### src/rtl/gjmi_div.sv
// Restoring divider: signed 64 by 32 truncating quotient, one bit per cycle.
`timescale 1ns / 1ps
`default_nettype none
module gjmi_div (
   input  wire                clock,
   input  wire                reset,
   input  wire                start,
   input  wire signed [63:0]  dividend,
   input  wire signed [31:0]  divisor,
   output logic               done,
   output logic signed [63:0] quotient
);
   logic [63:0] num_ff, num_in;
   logic [64:0] rem_ff, rem_in;
   logic [31:0] den_ff, den_in;
   logic [6:0]  cnt_ff, cnt_in;
   logic        neg_ff, neg_in;
   logic        busy_ff, busy_in;
   logic [64:0] trial;
   logic [64:0] shifted;

   always_comb begin
      num_in  = num_ff;
      rem_in  = rem_ff;
      den_in  = den_ff;
      cnt_in  = cnt_ff;
      neg_in  = neg_ff;
      busy_in = busy_ff;
      shifted = {rem_ff[63:0], num_ff[63]};
      trial   = shifted - {33'd0, den_ff};
      done    = 1'b0;
      if (start) begin
         num_in  = dividend[63] ? 64'(-dividend) : 64'(dividend);
         den_in  = divisor[31] ? 32'(-divisor) : 32'(divisor);
         neg_in  = dividend[63] ^ divisor[31];
         rem_in  = '0;
         cnt_in  = 7'd64;
         busy_in = 1'b1;
      end else if (busy_ff) begin
         if (!trial[64]) begin
            rem_in = trial;
            num_in = {num_ff[62:0], 1'b1};
         end else begin
            rem_in = shifted;
            num_in = {num_ff[62:0], 1'b0};
         end
         cnt_in = cnt_ff - 7'd1;
         if (cnt_ff == 7'd1) begin
            busy_in = 1'b0;
            done    = 1'b1;
         end
      end
   end

   assign quotient = neg_ff ? -$signed(num_in) : $signed(num_in);

   always_ff @(posedge clock) begin
      if (reset) begin
         busy_ff <= 1'b0;
         cnt_ff  <= '0;
      end else begin
         busy_ff <= busy_in;
         cnt_ff  <= cnt_in;
      end
      num_ff <= num_in;
      rem_ff <= rem_in;
      den_ff <= den_in;
      neg_ff <= neg_in;
   end
endmodule
`default_nettype wire

### config.mk
export PLATFORM = sky130hd
export DESIGN_NAME = gjmi_div
export DESIGN_NICKNAME = d
export VERILOG_FILES = /design/src/rtl/gjmi_div.sv
export SDC_FILE = /design/constraint.sdc
export NUM_CORES = 1
export LEC_CHECK = 0
export BUFFER_PORTS_ARGS = -buffer_cell sky130_fd_sc_hd__buf_2
export CORE_AREA = 4 4 303 156
export DETAILED_ROUTE_END_ITERATION = 10
export DIE_AREA = 0 0 307 160
export GPL_ROUTABILITY_DRIVEN = 0
export SLEW_MARGIN = 20
export SYNTH_ARGS = -nofsm -noshare
export SYNTH_HDL_FRONTEND = slang
export SYNTH_SLANG_ARGS = --single-unit
### constraint.sdc
create_clock -name clock -period 11.29 [get_ports clock]
set_input_delay 3.387 -clock clock [delete_from_list [all_inputs] [get_ports clock]]
set_output_delay 3.387 -clock clock [all_outputs]
set_load 0.01 [all_outputs]
**Word level (Yosys, flattened, before mapping)**

Cells that the tools add are included.

- Input bits: 99
- Logic and storage cells: 32
- Bits in registers: 169

- Multiplexer cells: 15
- Add/subtract/negate cells: 5
- Equal/unequal tests: 1
- Reductions and logical operators: 2
- Bitwise gates (word level): 1

Operator list:

| operator | number |
|---|---|
| two-way mux 64 bit | 5 |
| negator 64 bit | 2 |
| subtractor 65 x 32 -> 65 bit | 1 |
| negator 32 bit | 1 |
| two-way mux 31 bit | 1 |
| two-way mux 7 bit | 2 |
| == test 7 x 1 -> 1 bit, second input constant | 1 |
| two-way mux 1 bit | 7 |
| subtractor 7 x 1 -> 7 bit, second input constant | 1 |
| nonzero test 2 bit | 1 |
| OR reduction 2 bit | 1 |
| bitwise XOR 1 bit | 1 |

**Depth between registers and ports, before layout**

- Word-level depth: 6
- Depth in mapped cells: 23

**Least setup slack after synthesis**

OpenSTA, ideal clock, no wires.

- Path kind: input to output
- Start: input start
- End: output quotient[56]
- Stages on the path: 21
- Setup slack: -422 ps
- Arrival time: 8,325 ps
- Required time: 7,903 ps
- Cell sequence: buf_2 -> clkbuf_1 -> clkbuf_1 -> clkbuf_1 -> buf_2 -> clkbuf_1 -> buf_1 -> clkbuf_1 -> clkbuf_1 -> nor2_1 -> a21oi_1 -> ha_1 -> inv_1 -> or2_2 -> nor3_1 -> nand4b_1 -> nand2b_1 -> or4_4 -> buf_6 -> o41ai_2 -> xnor2_1

- Cells in the longest elaborated chain, start to end: 3

Ends and longest elaborated chain:

| item | line | source |
|---|---|---|
| from (decl) | 7 | `input wire start,` |
| two-way mux 64 bit (*) | 32 | `if (start) begin` |
| negator 64 bit | 55 | `assign quotient = neg_ff ? -$signed(num_in) : $signed(num_in);` |
| two-way mux 64 bit (*) | 55 |  |
| to (decl) | 11 | `output logic signed [63:0] quotient` |

Mark *: on every way between the ends. The rest lies on a longest branch, timed or not.

**Worst setup path after layout**

- Start: input dividend[0]
- End: output quotient[62]

- Cells in the longest elaborated chain, start to end: 5

Ends and longest elaborated chain:

| item | line | source |
|---|---|---|
| from (decl) | 8 | `input wire signed [63:0] dividend,` |
| negator 64 bit | 33 | `num_in = dividend[63] ? 64'(-dividend) : 64'(dividend);` |
| two-way mux 64 bit | 33 |  |
| two-way mux 64 bit | 32 |  |
| named net num_in[25] | 13 | `logic [63:0] num_ff, num_in;` |
| negator 64 bit | 55 |  |
| two-way mux 64 bit | 55 |  |

The timed path passes the listed nets, and every way through them passes these cells.

==> qor.yml <==
sta:
  finClkSkew_ns: 0.0125
  slew_headroom_pct: 20.3
  finalHoldViolations: 0
  final-setup-viol-count: 0
  drv_slew: 0
  period_share_pct: 96.9
  period_needed_ns: 10.94
  finalSetupTns_ns: 0
  rsz0062_at_grt: "false"
  max_freq_mhz: 91.4
  worstMarginPinSlew_ns: 1.18
routing:
  via_per_inst: 5.57
  dr.first_iter.drc_count: 1419
  drcViolationCount: 0
  vias: 13600
  wl_mm: 46.2
  firstDrtPassIters: 5
  avgRoutedWirePerCell_um: 19.0
  drt.antenna.violating_nets: 0
setup_path:
  path_depth: 14
  cpPeakStageDelay_ns: 0.58
  crit_path_start_kind: "input port"
  reg2regPathDepth: 14
  end_kind: "output pin"
  cp_max_fo: 16
  slowest_stage: "or4_4"
  crit_required_ns: 7.90
  crit_buf_inv: 4
  crit_type: "in -> out"
  worstPathCellList: "buf_2 > nor2_1 > nand4_1 > buf_4 > or4_1 > and3_1 > nor4_1 > buf_4 > and4bb_2 > nand2b_1 > or4_4 > o31ai_1 > xnor2_1 > buf_2"
  path_delay_family: "simple AND/OR/NAND/NOR gates"
  critPathArrivalTime_ns: 7.55
  r2r_slack_ns: 6.65
floorplan:
  initial_core_util_pct: 29.8
  die_w_um: 307
  dieArea_sq_um: 49100
  coreArea_sq_um: 44700
  row_count: 55
  ios: 164
  die_height_um: 160
yosys:
  synth_top_cell_by_area: "dfxtp_1"
  synth_nets: 1831
  ys_seq_elements: 169
  yosysUniqueCellTypes: 79
  synthCells: 1694
  ys_top_cells_by_area: "dfxtp_1, xnor2_1, edfxtp_1"
  mappedNetlistArea_sq_um: 13300
  yosysTopAreaCellShare_pct: 20.5
  synthFlopType: "dfxtp_1"
  yosysSeqAreaShare_pct: 27.9
  syn_avg_cell_area_sq_um: 7.85
  async_flop_share_pct: 0
  synth_warnings: 0
  synth_edf_count: 33
power:
  vdd.ir_drop.worst_uv: 72.3
  p_sw_share_pct: 37.5
  switchingPower_mw: 0.781
  power_frac_clock_pct: 27.6
  seqPwrFrac_pct: 35.5
  intPower_mw: 1.30
  p_leak_nw: 5.80
  combPwrFrac_pct: 36.9
  powerDensity_nw_per_um2: 134
  power_mw: 2.08
placement:
  dp_cells: 2400
  hpwlAfterDp_mm: 34.5
  io_buffers: 163
clock_network:
  path_clk_slew_ns: 0.07
  clk-insertion-delay-late_ns: 0.44
  cts_hold_buf: 0
  cts_made_buffers: 17
  cts_buffer_depth: 2
  cts_htree_levels: 4
  post_cts_buffers: 0
  cts_tree: "built"
  root_buffer: "clkbuf_16"
  clock-sinks: 169
run:
  maxCapViolations: 0
final_layout:
  diodes: 0
  mostFrequentLayoutCells: "buf_2, nand2_1, nor2_1"
  layout_commonest_cell: "buf_2"
  layout.cells.non_filler: 2432
  area_delta_synth_final_pct: 16.4
  final_util_pct: 34.7
  final_nets: 1958
  drive_above_1_share_pct: 16.1
worst_hold_path:
  hold_path_class: "reg -> reg"
  whs_path_depth: 2
grt:
  grt_start_max_net_pins: 151
  globalRoute.totalOverflow: 0
  antenna_found_initial: 4
  track_usage_pct: 18.2
  grt_pass1_wl_mm: 71.6
  grt_pass1_vias: 12500
status:
  status: "completed"
## kinds of logic (layout without fill, tap and decap cells)
kind of cell	after synthesis	count (layout)	synth area share (%)
muxes	37	37	2.84
adders and majority gates	38	38	3.63
DFF	169	169	27.9
buffers and inverters	175	315	5.15
AOI/OAI and AO/OA	459	459	23.6
and+or+nand+nor	634	634	24.8
xor gates and xnor gates	182	182	12.0
## repair_timing
action | CTS | global route
endpoints found under the setup margin | 6 | 18
pin swaps | 0 | 0
gates resized for setup | 1 | 3
## per-stage QoR
step,hold WS [ns],setup slack [ns],instance area [sq um]
after floorplan,0.459,0.0330,13300
after global placement,0.478,0.0596,14900
after detailed placement,0.487,-0.0366,14900
after CTS,0.499,0.169,15500
after global routing,0.516,0.0785,15500
final,0.500,0.351,15500
## routing by layer
| metal | GRT usage, % | vias up | wire length, um |
|---|---|---|---|
| met2 | 24.8 | 560 | 18100 |
| met5 | 0 | - | 48 |
| met1 | 27.3 | 6396 | 22900 |
| li1 | - | 6533 | - |
| met3 | 5.37 | 53 | 4200 |
| met4 | 5.02 | 8 | 951 |
## state kept, by name, indices dropped and copies added (netlist names)
register / cells
den_ff: 32
num_ff: 64
cnt_ff: 7
busy_ff: 1
rem_ff: 64
neg_ff: 1
## power groups by stage
stage | clock network (mW) | registers, mW | logic (mW)
final | 0.574 | 0.740 | 0.768
after global routing | 0.610 | 0.749 | 0.845
after CTS | 0.589 | 0.739 | 0.762
after detailed placement | 0 | 0.752 | 0.755
after global placement | 0 | 0.750 | 0.747
after floorplan | 0 | 0.733 | 0.517
## path summary, 6_finish.rpt
check | startpoint | end
setup reg to reg | num_ff[63] | rem_ff[54]
hold reg to reg | rem_ff[53] | rem_ff[53]
hold / removal | rem_ff[53] | rem_ff[53]
setup / recovery | dividend[0] | quotient[62]
## cell usage after synthesis (all sizes together), types with 8 or more instances
cell type	number
and2	8
buf	26
o41ai	23
inv	63
and3	16
mux2i	31
edfxtp	33
a21o	19
or4	31
or2	17
o2111ai	8
a311oi	36
nor2	142
nor4	40
xnor2	130
xor2	52
nand4	16
nand2	150
o31ai	46
o211ai	8
clkbuf	85
o21ai	88
nand3	28
or3	42
nor3	55
a211oi	64
ha	37
dfxtp	136
a31oi	14
nor2b	32
nand2b	26
a21oi	94
## layout make-up
| class | count | area (sq um) |
|---|---|---|
| fillers | 4695 | 29200 |
| multi-input cells | 1350 | 8970 |
| flip-flops and latches | 169 | 3720 |
| repair buffers | 219 | 1270 |
| well taps | 598 | 748 |
| clock buffers | 19 | 443 |
| inverters | 64 | 240 |
| clock inverters | 13 | 104 |
## worst min-delay path, cell delays in order (launching register included)
cell,delay (ns)
dfxtp_1,0.33
nand2_1,0.05
o21ai_0,0.06
Power figures use the tool's default switching activity.
