File: src/rtl/gjmi_ram.sv
// Generic single-port RAM with registered read.
`timescale 1ns / 1ps
`default_nettype none
module gjmi_ram #(
   parameter int WIDTH = 32,
   parameter int DEPTH = 32
) (
   input  wire                      clock,
   input  wire                      we,
   input  wire [$clog2(DEPTH)-1:0]  addr,
   input  wire [WIDTH-1:0]          wdata,
   output logic [WIDTH-1:0]         rdata
);
   logic [WIDTH-1:0] mem [DEPTH];
   always_ff @(posedge clock) begin
      if (we) mem[addr] <= wdata;
      rdata <= mem[addr];
   end
endmodule
`default_nettype wire

File: config.mk
export PLATFORM = sky130hd
export DESIGN_NAME = gjmi_ram
export DESIGN_NICKNAME = d
export VERILOG_FILES = /design/src/rtl/gjmi_ram.sv
export SDC_FILE = /design/constraint.sdc
export NUM_CORES = 1
export LEC_CHECK = 0
export BUFFER_PORTS_ARGS = -buffer_cell sky130_fd_sc_hd__buf_2
export CAP_MARGIN = 0
export CELL_PAD_IN_SITES_DETAIL_PLACEMENT = 0
export CELL_PAD_IN_SITES_GLOBAL_PLACEMENT = 1
export CORE_ASPECT_RATIO = 0.9
export CORE_MARGIN = 8
export CORE_UTILIZATION = 39
export DETAILED_ROUTE_END_ITERATION = 8
export GPL_TIMING_DRIVEN = 1
export PLACE_DENSITY_LB_ADDON = 0.25
export SLEW_MARGIN = 30
export SYNTH_ARGS = -nofsm -noshare
export SYNTH_HDL_FRONTEND = slang
export SYNTH_SLANG_ARGS = --single-unit
File: constraint.sdc
create_clock -name clock -period 4.84 [get_ports clock]
set_clock_uncertainty 0.15 [all_clocks]
set_input_delay 0.484 -clock clock [delete_from_list [all_inputs] [get_ports clock]]
set_output_delay 0.484 -clock clock [all_outputs]
set_load 0.02 [all_outputs]
# ---- Word-level counts from Yosys, hierarchy flattened
# Memories as Yosys holds them, arrays and structs flattened. A register that Yosys moved wholly into a read port is not among the register bits.
# Cells that the tools add are included.
dict set report op_classes {
  mux 2
}
# operator n
set op_table {}
lappend op_table {{1-bit 2-to-1 mux} 2}
dict set report word_totals {
  reg_bits 0
  ramBits 1024
  inputBits 39
  mem_count 1
}
# memory words word_bits read_ports rd_ports_with_merged_regs wr line
set mem_list {}
lappend mem_list {mem 32 32 1 1 1 14} ;# logic [WIDTH-1:0] mem [DEPTH];

# ---- Longest topological paths before layout
# Gate-level depths: netlist (run 1).
dict set report depth {
  word_depth 2
  mapped_depth 8
  depth_no_buf 4
}

# ---- Worst setup path before layout (run 1)
# Ideal clock, no wire load.
dict set report synth_path {
  path_type {input to register}
  start {input addr[1]}
  end {memory mem[27][0] (enable)}
  t_arrival_ps 3692
  required_time_ps 4229
  setup_slack_ps 537
  cell_stages 6
  path_buffers 4
  cell_sequence {clkbuf_1 -> buf_4 -> buf_2 -> buf_2 -> nand3_1 -> nor3_1}
}
# item line
set synth_lines {}
lappend synth_lines {{from (decl)} 10} ;# input wire [$clog2(DEPTH)-1:0] addr,
lappend synth_lines {{to (decl)} 14}
# Straight into the memory's write port.

==> results of run 1 <==
==> synthesized netlist by cell type <==
| cell type | number | area [um2] |
|---|---|---|
| nand3b_1 | 4 | 30.0 |
| nand4_1 | 1 | 6.26 |
| buf_2 | 81 | 405 |
| nand4bb_1 | 6 | 67.6 |
| nand4b_1 | 4 | 35.0 |
| or4b_4 | 3 | 41.3 |
| mux2i_1 | 512 | 5120 |
| o22ai_1 | 256 | 1600 |
| nand3_1 | 2 | 10.0 |
| or4_4 | 1 | 11.3 |
| nor2_1 | 29 | 109 |
| nor3_1 | 4 | 20.0 |
| or3b_2 | 3 | 26.3 |
| edfxtp_1 | 1024 | 30700 |
| buf_4 | 2 | 15.0 |
| or4b_1 | 1 | 10.0 |
| dfxtp_1 | 32 | 641 |
| nand2_1 | 34 | 128 |
| buf_6 | 19 | 214 |
| nor4_1 | 64 | 400 |
| or3_1 | 1 | 6.26 |
| clkbuf_1 | 23 | 86.3 |
| buf_1 | 1 | 3.75 |
==> registers in the layout (all words and copies together), names as in the netlist <==
name   count
rdata     32
mem     1024
==> cell usage in the layout (no fill, tap or decap), types with 30 or more instances in the layout <==
cell	synthesis	layout
edfxtp_1	1024	1024
nand2_1	34	34
mux2i_1	512	512
clkbuf_1	23	30
o22ai_1	256	256
clkbuf_16	0	105
buf_4	2	51
nor4_1	64	63
buf_2	81	69
dfxtp_1	32	32
==> metal layers <==
layer | wire (um) | global-route usage | share of wire | up-vias
met1 | 48400 | 0.264 | 0.46 | 10700
met2 | 48200 | 0.283 | 0.46 | 616
met3 | 5620 | 0.0260 | 0.054 | 148
li1 | - | - | - | 8855
met5 | 11 | 0 | 0.00010 | -
met4 | 2640 | 0.0489 | 0.025 | 2
==> worst max path at each step <==
stage / startpoint / endpoint
final: addr[2] / rdata[21]
after detailed placement: addr[1] / rdata[20]
after floorplan: addr[1] / mem[27][0]
after global routing: addr[2] / rdata[21]
after global placement: addr[1] / rdata[29]
after CTS: addr[1] / rdata[20]
==> layout make-up <==
type | count | area share
Sequential cell | 1056 | 0.688
Clock inverter | 51 | 0.0113
Timing Repair Buffer | 139 | 0.0245
Tap cell | 1356 | 0.0372
Antenna cell | 2 | 0.000110
Multi-Input combinational cell | 925 | 0.175
Clock buffer | 147 | 0.0637
==> worst reg2reg max path: stages, from the launching register on <==
cell      delay, ps
edfxtp_1        360
mux2i_1         150
o22ai_1         110
nor4_1          800
nand2_1          90
==> stage by stage <==
stage / util / instances
2_1_floorplan: - / 2107
3_3_place_gp: 0.415 / 3473
3_5_place_dp: 0.416 / 3475
4_1_cts: 0.449 / 3673
5_1_grt: 0.450 / 3674
6_report: 0.450 / 3676
==> power groups by stage <==
| stage | clock network [uW] | logic [uW] | registers [uW] |
|---|---|---|---|
| CTS | 8200 | 866 | 10200 |
| global placement | 0 | 848 | 10400 |
| global route | 8540 | 916 | 10200 |
| detailed placement | 0 | 864 | 10400 |
| finish | 8040 | 855 | 10200 |
| floorplan | 0 | 428 | 10400 |
==> cell families after synthesis <==
family / after synthesis / share of synthesized area
muxes: 512 / 0.129
buffers and inverters: 126 / 0.0182
AOI/OAI and AO/OA: 256 / 0.0403
DFF: 1056 / 0.790
and+or+nand+nor: 157 / 0.0227
==> impl_metrics.csv, run 1 <==
group,metric,value,unit
outcome,status,"finished clean",
floorplan,core_region_area,101000,um2
pwr,ir_worst_vdd,0.296,mV
clock_tree,postCtsSetupRepairBufs,0,
clock_tree,clock-sinks,1056,
critical_path,r2r_end,"rdata[21]",
global_routing,grt-ovfl-total,0,
global_routing,grt_max_degree,128,
routing,remaining_drc_errors,0,
sta,min_period,2790,ps
synth,synth.net_count,2146,
clock_tree,htreeDepth,3,
pwr,sw_frac_of_total,0.212,
critical_path,endpoint_kind,"register",
floorplan,dieArea,112000,um2
clock_tree,cts_tree,"done",
floorplan,die_y,319,um
floorplan,die_w,352,um
routing,drt-total-wl,105000,um
critical_path,cp.depth,6,
global_routing,grt_pass1_wl,148000,um
sta,worst_slack,2050,ps
global_routing,gr-usage-all-layers,0.181,
clock_tree,cts-resized-gates,0,
routing,drt_iter0_drc,2115,
clock_tree,ctsHoldBuffers,0,
synth,synth-seq-cells,1056,
synth,yosysSeqAreaShare,0.790,
critical_path,crit_arrival,3160,ps
floorplan,start_util,0.392,
sta,finalSetupViolCount,0,
clock_tree,cts_buffers,105,
routing,via_count,20300,
placed_design,port_buffers,70,
critical_path,required,5210,ps
cells_and_area,multi_input_area,7960,um2
cells_and_area,nets,2266,
synth,yosys_warnings,0,
sta,hold_viol,0,
critical_path,rrSetupSlack,3040,ps
pwr,p_per_area,419,nW/um2
sta,setup_tns,0,ps
critical_path,r2r-start,"mem[9][21]",
run,maxCapViolations,0,
routing,drt_pass1_iterations,6,
critical_path,crit_buf_inv,2,
synth,ys_types,23,
global_routing,antenna_found_initial,4,
clock_tree,path_clk_slew,60,ps
clock_tree,clock_latency,680,ps
pwr,p_leak,0.0156,uW
sta,worst_pin_slew,1020,ps
critical_path,crit_chain,"buf_2 -> or4b_2 -> buf_4 -> o22ai_1 -> nor4_1 -> nand2_1",
floorplan,io_pins,71,
cells_and_area,nFillCells,8691,
pwr,p_seq_frac,0.535,
pwr,pwr-share-clk,0.421,
pwr,p_switching,4050,uW
routing,ant_nets,0,
sta,whs,156,ps
synth,netlist_area,39700,um2
synth,avgSynthCellArea,18.9,um2
critical_path,cp_slowest_stage_delay,870,ps
critical_path,slowest_stage,"or4b_2",
sta,slew-limit-headroom,0.322,
clock_tree,clockRootBuffer,"clkbuf_16",
routing,routedWlPerCell,28.5,um
pwr,power.internal,15100,uW
routing,via_per_inst,5.52,
critical_path,crit_type,"in2reg",
sta,fmax,0.358,GHz
sta,rsz0062_at_grt,"no",
synth,syn_inst,2107,
pwr,share_comb_of_total_power,0.045,
global_routing,first_global_vias,20200,
placed_design,place_area,42100,um2
sta,slew_viol_final,0,
pwr,power,19100,uW
cells_and_area,design_area,45600,um2
cells_and_area,final_layout_size_suffix_gt1_frac,0.149,
hold_path,hp-class,"in2reg",
cells_and_area,regArea,31400,um2
critical_path,crit_family,"simple AND/OR/NAND/NOR gates",
critical_path,r2r_cells,4,
sta,finalCritPeriodShare,0.576,
hold_path,holdPathStages,1,
critical_path,startpoint_type,"input pin",
hold_path,holdPathEnd,"mem[22][30]",
floorplan,rows,111,
placed_design,dp_slack,1300,ps
placed_design,dpl.hpwl,56400,um
critical_path,crit_path_max_fanout,27,
placed_design,gp_congestion,0.742,
hold_path,min_from,"wdata[30]",
cells_and_area,syn_to_final_growth,14.7,%
clock_tree,clk_path_buf_depth,3,
Note: power is estimated with default switching activity, not from simulation.
==> run 2, diff against run 1 <==
- ABC_AREA: unset -> 1
- clock period: 4.84 -> 2.4 ns (I/O delays scaled with it)
==> run 2 against run 1 <==
  * Global-route usage up 2.3 points
  * Via count up 38%
  * Synthesized cell count up 94%
  * First-iteration DRC count up 5.6%
  * Clock power up 110%
  * Die area up 7.6%
  * Largest cell class unchanged
==> impl_metrics.csv, run 2 <==
group,metric,value,unit
synth,yosys-top-cells-area,"edfxtp_1 (72%), nand2_1 (24%), dfxtp_1 (1.5%), clkbuf_1 (1.0%), nor2_1 (0.84%)",
placed_design,dp.cells,5594,
placed_design,dp_slack,266,ps
routing,ant_nets,0,
cells_and_area,final_common_cell,"nand2_1",
floorplan,core_region_area,109000,um2
cells_and_area,final_util,0.461,
routing,via_per_inst,4.82,
pwr,power,39800,uW
sta,slew_viol_final,0,
sta,finalCritPeriodShare,0.745,
cells_and_area,reg_top3,"mem (1024), rdata (32)",
critical_path,crit_family,"flip-flops",
critical_path,crit_arrival,1400,ps
sta,fmax,0.560,GHz
synth,synth_top_area_share,0.717,
routing,drt_pass1_iterations,6,
hold_path,hp-class,"in2reg",
critical_path,crit_type,"reg2out",
global_routing,grt_max_degree,52,
clock_tree,cts-resized-gates,0,
clock_tree,clock-sinks,1056,
cells_and_area,final_cell_count_no_fill,5826,
floorplan,start_util,0.393,
clock_tree,postCtsSetupRepairBufs,0,
synth,synthTopCellsByCount,"nand2_1 (2,720), edfxtp_1 (1,024), clkbuf_1 (118), nor2_1 (96), buf_2 (67)",
critical_path,crit_path_max_fanout,1,
cells_and_area,syn_to_final_growth,17.3,%
floorplan,die_w,366,um
synth,avgSynthCellArea,10.5,um2
critical_path,startpoint_type,"register",
sta,slew-limit-headroom,0.467,
synth,synth_edf_count,1024,
clock_tree,path_clk_slew,70,ps
critical_path,cp_slowest_stage_delay,490,ps
placed_design,port_buffers,70,
cells_and_area,final_cell_mix,"nand2_1 (2,720), edfxtp_1 (1,024), clkbuf_16 (112), buf_4 (105), buf_2 (68)",
global_routing,grt-ovfl-total,0,
floorplan,die_y,331,um
critical_path,slowest_stage,"dfxtp_1",
synth,synth.net_count,4130,
synth,synth.most_common_cell,"nand2_1",
synth,syn_inst,4091,
placed_design,dpl.hpwl,73200,um
synth,yosysSeqAreaShare,0.731,
critical_path,endpoint_kind,"output pin",
synth,netlist_area,42900,um2
cells_and_area,largest_register_ffs,1024,
pwr,ir_worst_vdd,0.549,mV
global_routing,antenna_found_initial,4,
synth,synth-seq-cells,1056,
cells_and_area,largest-register,"mem",
global_routing,gr-usage-all-layers,0.204,
floorplan,dieArea,121000,um2
cells_and_area,nets,4304,
sta,worst_pin_slew,799,ps
synth,synth_top_cell_by_area,"edfxtp_1",
pwr,p_leak,0.0208,uW
floorplan,rows,115,
global_routing,grt_pass1_wl,183000,um
pwr,p_per_area,791,nW/um2
routing,routedWlPerCell,21.2,um
sta,hold_viol,0,
cells_and_area,final_layout_size_suffix_gt1_frac,0.100,
sta,worst_slack,613,ps
clock_tree,clock_latency,680,ps
sta,rsz0062_at_grt,"no",
synth,ys_types,13,
sta,min_period,1790,ps
routing,remaining_drc_errors,0,
sta,whs,39.4,ps
synth,ys_async_sr_fraction,0,
synth,yosys_warnings,0,
clock_tree,clockRootBuffer,"clkbuf_16",
critical_path,crit_chain,"buf_2",
global_routing,first_global_vias,26900,
critical_path,crit_buf_inv,1,
routing,via_count,28100,
clock_tree,htreeDepth,3,
floorplan,io_pins,71,
sta,finalSetupViolCount,0,
synth,synth_flop_cell,"edfxtp_1",
clock_tree,cts_buffers,111,
run,maxCapViolations,0,
routing,drt_iter0_drc,2233,
clock_tree,cts_tree,"done",
critical_path,required,2010,ps
outcome,status,"finished clean",
clock_tree,clk_path_buf_depth,3,
routing,drt-total-wl,124000,um
placed_design,gp_congestion,0.797,
[run 2: cell types whose count changed after synthesis, moves of 6 or more]
cell,before,now
nand4bb_1,6,0
mux2i_1,512,0
buf_1,1,9
nor3_2,0,7
o22ai_1,256,0
clkbuf_1,23,118
nor4_1,64,0
buf_6,19,0
buf_2,81,67
inv_1,0,8
nor2_1,29,96
nand2_1,34,2720
[run 2: timing repair]
item | in CTS | in global routing
hold endpoints to repair | 472 | 0
setup endpoints to repair | 0 | 0
hold buffers | 20 | 0
[run 2: final cells by class]
cell class	count	area (um2)
Fill cell	10100	58900
Sequential cell	1056	31400
Multi-Input combinational cell	2828	11000
Clock buffer	166	3150
Timing Repair Buffer	255	2560
Tap cell	1462	1830
Clock inverter	44	382
Inverter	13	63.8
Antenna cell	2	5.00
[run 2: per-stage QoR]
step	cell area [um2]	setup TNS, ps
5_1_grt	50300	0
6_report	50300	0
2_1_floorplan	43000	-279470
4_1_cts	50300	0
3_5_place_dp	46600	0
3_3_place_gp	46600	0
[run 2: worst paths after layout]
path                from          to  slack, ps  depth (start not counted)
max            rdata[23]   rdata[23]        610                          1
max reg2reg  mem[14][11]   rdata[11]        890                          8
min reg2reg   mem[8][10]   rdata[10]        560                          8
min            wdata[13]  mem[5][13]         40                          1
[run 2: kinds of logic (layout without fill, tap and decap cells)]
family	Yosys count	after routing	synth area share
buffers and inverters	207	478	0.0201
other	0	2	0
AND/OR/NAND/NOR	2828	2828	0.249
flip-flops	1056	1056	0.731
[run 2: power breakdown]
group / leakage, uW / switching [uW] / internal [uW]
Clock: 0.00173 / 6990 / 9670
Combinational: 0.00957 / 1860 / 694
Sequential: 0.00949 / 120 / 20500
[run 2: routing by layer]
metal | global-route usage | vias to the layer above | part of all wire
met5 | 0 | - | 0
met4 | 0.0469 | 0 | 0.022
met3 | 0.0264 | 155 | 0.045
met2 | 0.320 | 635 | 0.45
met1 | 0.301 | 13600 | 0.48
li1 | - | 13600 | -
==> run 3, diff against run 2 <==
- clock period: 2.4 -> 1.9 ns (I/O delays scaled with it)
==> run 3 against run 2 <==
  * Sequential power increased by 26%
  * Setup slack worse by 390 ps
  * Routed wire length is 0.16% higher
  * Critical path depth did not move
  * Die area did not move
  * Flip-flop and latch count unchanged
  * Final area up 2.7%
  * First-iteration DRC count up 2.4%
  * Power up 27%
  * Register-to-register slack worse by 620 ps
==> impl_metrics.csv, run 3 (synthesis gave the netlist of run 2 again) <==
group,metric,value,unit
routing,drt_iter0_drc,2287,
routing,remaining_drc_errors,0,
pwr,p_per_area,979,nW/um2
floorplan,die_w,366,um
sta,whs,69.0,ps
placed_design,dpl.hpwl,77100,um
clock_tree,ctsHoldBuffers,32,
routing,routed.top_layer,"met4",
cells_and_area,final_layout_size_suffix_gt1_frac,0.115,
floorplan,start_util,0.393,
clock_tree,cts-resized-gates,0,
clock_tree,path_clk_slew,60,ps
placed_design,dp_slack,-190,ps
cells_and_area,final_common_cell,"nand2_1",
critical_path,slowest_stage,"dfxtp_1",
routing,via_per_inst,4.79,
routing,met2WireLength,57100,um
pwr,p_leak,0.0214,uW
routing,routedWlPerCell,21.0,um
clock_tree,htreeDepth,3,
critical_path,crit_arrival,1340,ps
clock_tree,clock-sinks,1056,
sta,worst_pin_slew,703,ps
run,maxCapViolations,0,
hold_path,hp-class,"in2reg",
critical_path,crit_family,"flip-flops",
pwr,ir_worst_vdd,0.686,mV
critical_path,crit_type,"reg2out",
sta,min_period,1680,ps
floorplan,die_y,331,um
floorplan,rows,115,
cells_and_area,final_cell_mix,"nand2_1 (2,720), edfxtp_1 (1,024), buf_4 (120), clkbuf_16 (113), buf_12 (112)",
critical_path,endpoint_kind,"output pin",
clock_tree,clk_path_buf_depth,3,
global_routing,gr-usage-all-layers,0.204,
routing,drt_pass1_iterations,7,
routing,drt-total-wl,124000,um
sta,fmax,0.596,GHz
clock_tree,postCtsSetupRepairBufs,0,
floorplan,io_pins,71,
sta,worst_slack,222,ps
global_routing,antenna_found_initial,3,
sta,finalSetupViolCount,0,
routing,wl_met1,56500,um
global_routing,first_global_vias,27700,
sta,slew-limit-headroom,0.531,
floorplan,core_region_area,109000,um2
cells_and_area,regArea,31400,um2
critical_path,crit_buf_inv,1,
sta,setup_tns,0,ps
cells_and_area,reg_top3,"mem (1024), rdata (32)",
sta,hold_viol,0,
clock_tree,cts_tree,"done",
sta,slew_viol_final,0,
cells_and_area,syn_to_final_growth,20.5,%
outcome,status,"finished clean",
placed_design,gp_congestion,0.790,
sta,finalCritPeriodShare,0.883,
floorplan,dieArea,121000,um2
critical_path,cp_slowest_stage_delay,440,ps
cells_and_area,multi_input_area,11000,um2
sta,rsz0062_at_grt,"no",
clock_tree,clockRootBuffer,"clkbuf_16",
global_routing,grt_pass1_wl,183000,um
global_routing,grt-ovfl-total,0,
critical_path,crit_path_max_fanout,1,
clock_tree,cts_buffers,111,
cells_and_area,largest_register_ffs,1024,
cells_and_area,largest-register,"mem",
routing,via_count,28300,
placed_design,port_buffers,70,
cells_and_area,nFillCells,10100,
critical_path,crit_chain,"buf_2",
cells_and_area,nets,4383,
critical_path,startpoint_type,"register",
clock_tree,clock_latency,690,ps
routing,wl_met3,6850,um
routing,ant_nets,0,
critical_path,required,1560,ps
global_routing,grt_max_degree,67,
cells_and_area,final_util,0.473,
[run 3: cell types whose count changed in the layout (fill, tap and decap cells not counted), moves of 3 or more]
cell,change
clkinv_1,+21
dlygate4sd3_1,+12
buf_12,+52
clkinvlp_4,+6
nand3_1,-4
buf_4,+15
inv_2,-3
clkinv_4,+4
clkbuf_1,-28
clkbuf_8,-11
nand3_4,+4
[run 3: cell type report]
class,instances,share of cell area
Antenna cell,3,0.000145
Clock buffer,128,0.0564
Clock inverter,77,0.0117
Inverter,13,0.00206
Multi-Input combinational cell,2828,0.213
Sequential cell,1056,0.607
Tap cell,1462,0.0354
Timing Repair Buffer,334,0.0742
[run 3: report_power, final]
part	switching (uW)	internal [uW]	total, uW
Combinational	2490	1050	3530
Sequential	134	25900	26000
Clock	9030	12000	21100
Total	11700	39000	50600
[run 3: final timing paths]
| kind | slack [ps] | cells after the start | endpoint | start |
|---|---|---|---|---|
| worst max-delay path | 220 | 1 | rdata[20] | rdata[20] |
| worst min-delay path | 70 | 4 | mem[19][31] | we |
| worst max register to register | 270 | 8 | rdata[10] | mem[18][10] |
| worst min register to register | 560 | 8 | rdata[19] | mem[4][19] |
[run 3: metal layers]
| layer | GRT usage | vias up |
|---|---|---|
| li1 | - | 13800 |
| met1 | 0.287 | 13600 |
| met2 | 0.328 | 689 |
| met3 | 0.0337 | 176 |
| met4 | 0.0558 | 0 |
| met5 | 0 | - |
[run 3: tightest hold or removal path, stage by stage]
cell and delay, ps:
buf_2 180, nand3_4 140, nor2_4 60, buf_12 150
[run 3: through the flow]
step	total power, uW	instance area (um2)	instances
floorplan	28200	43400	4091
global placement	30000	47800	5661
detailed placement	30000	47800	5661
CTS	51000	51700	5898
global route	52200	51700	5898
finish	50600	51700	5901
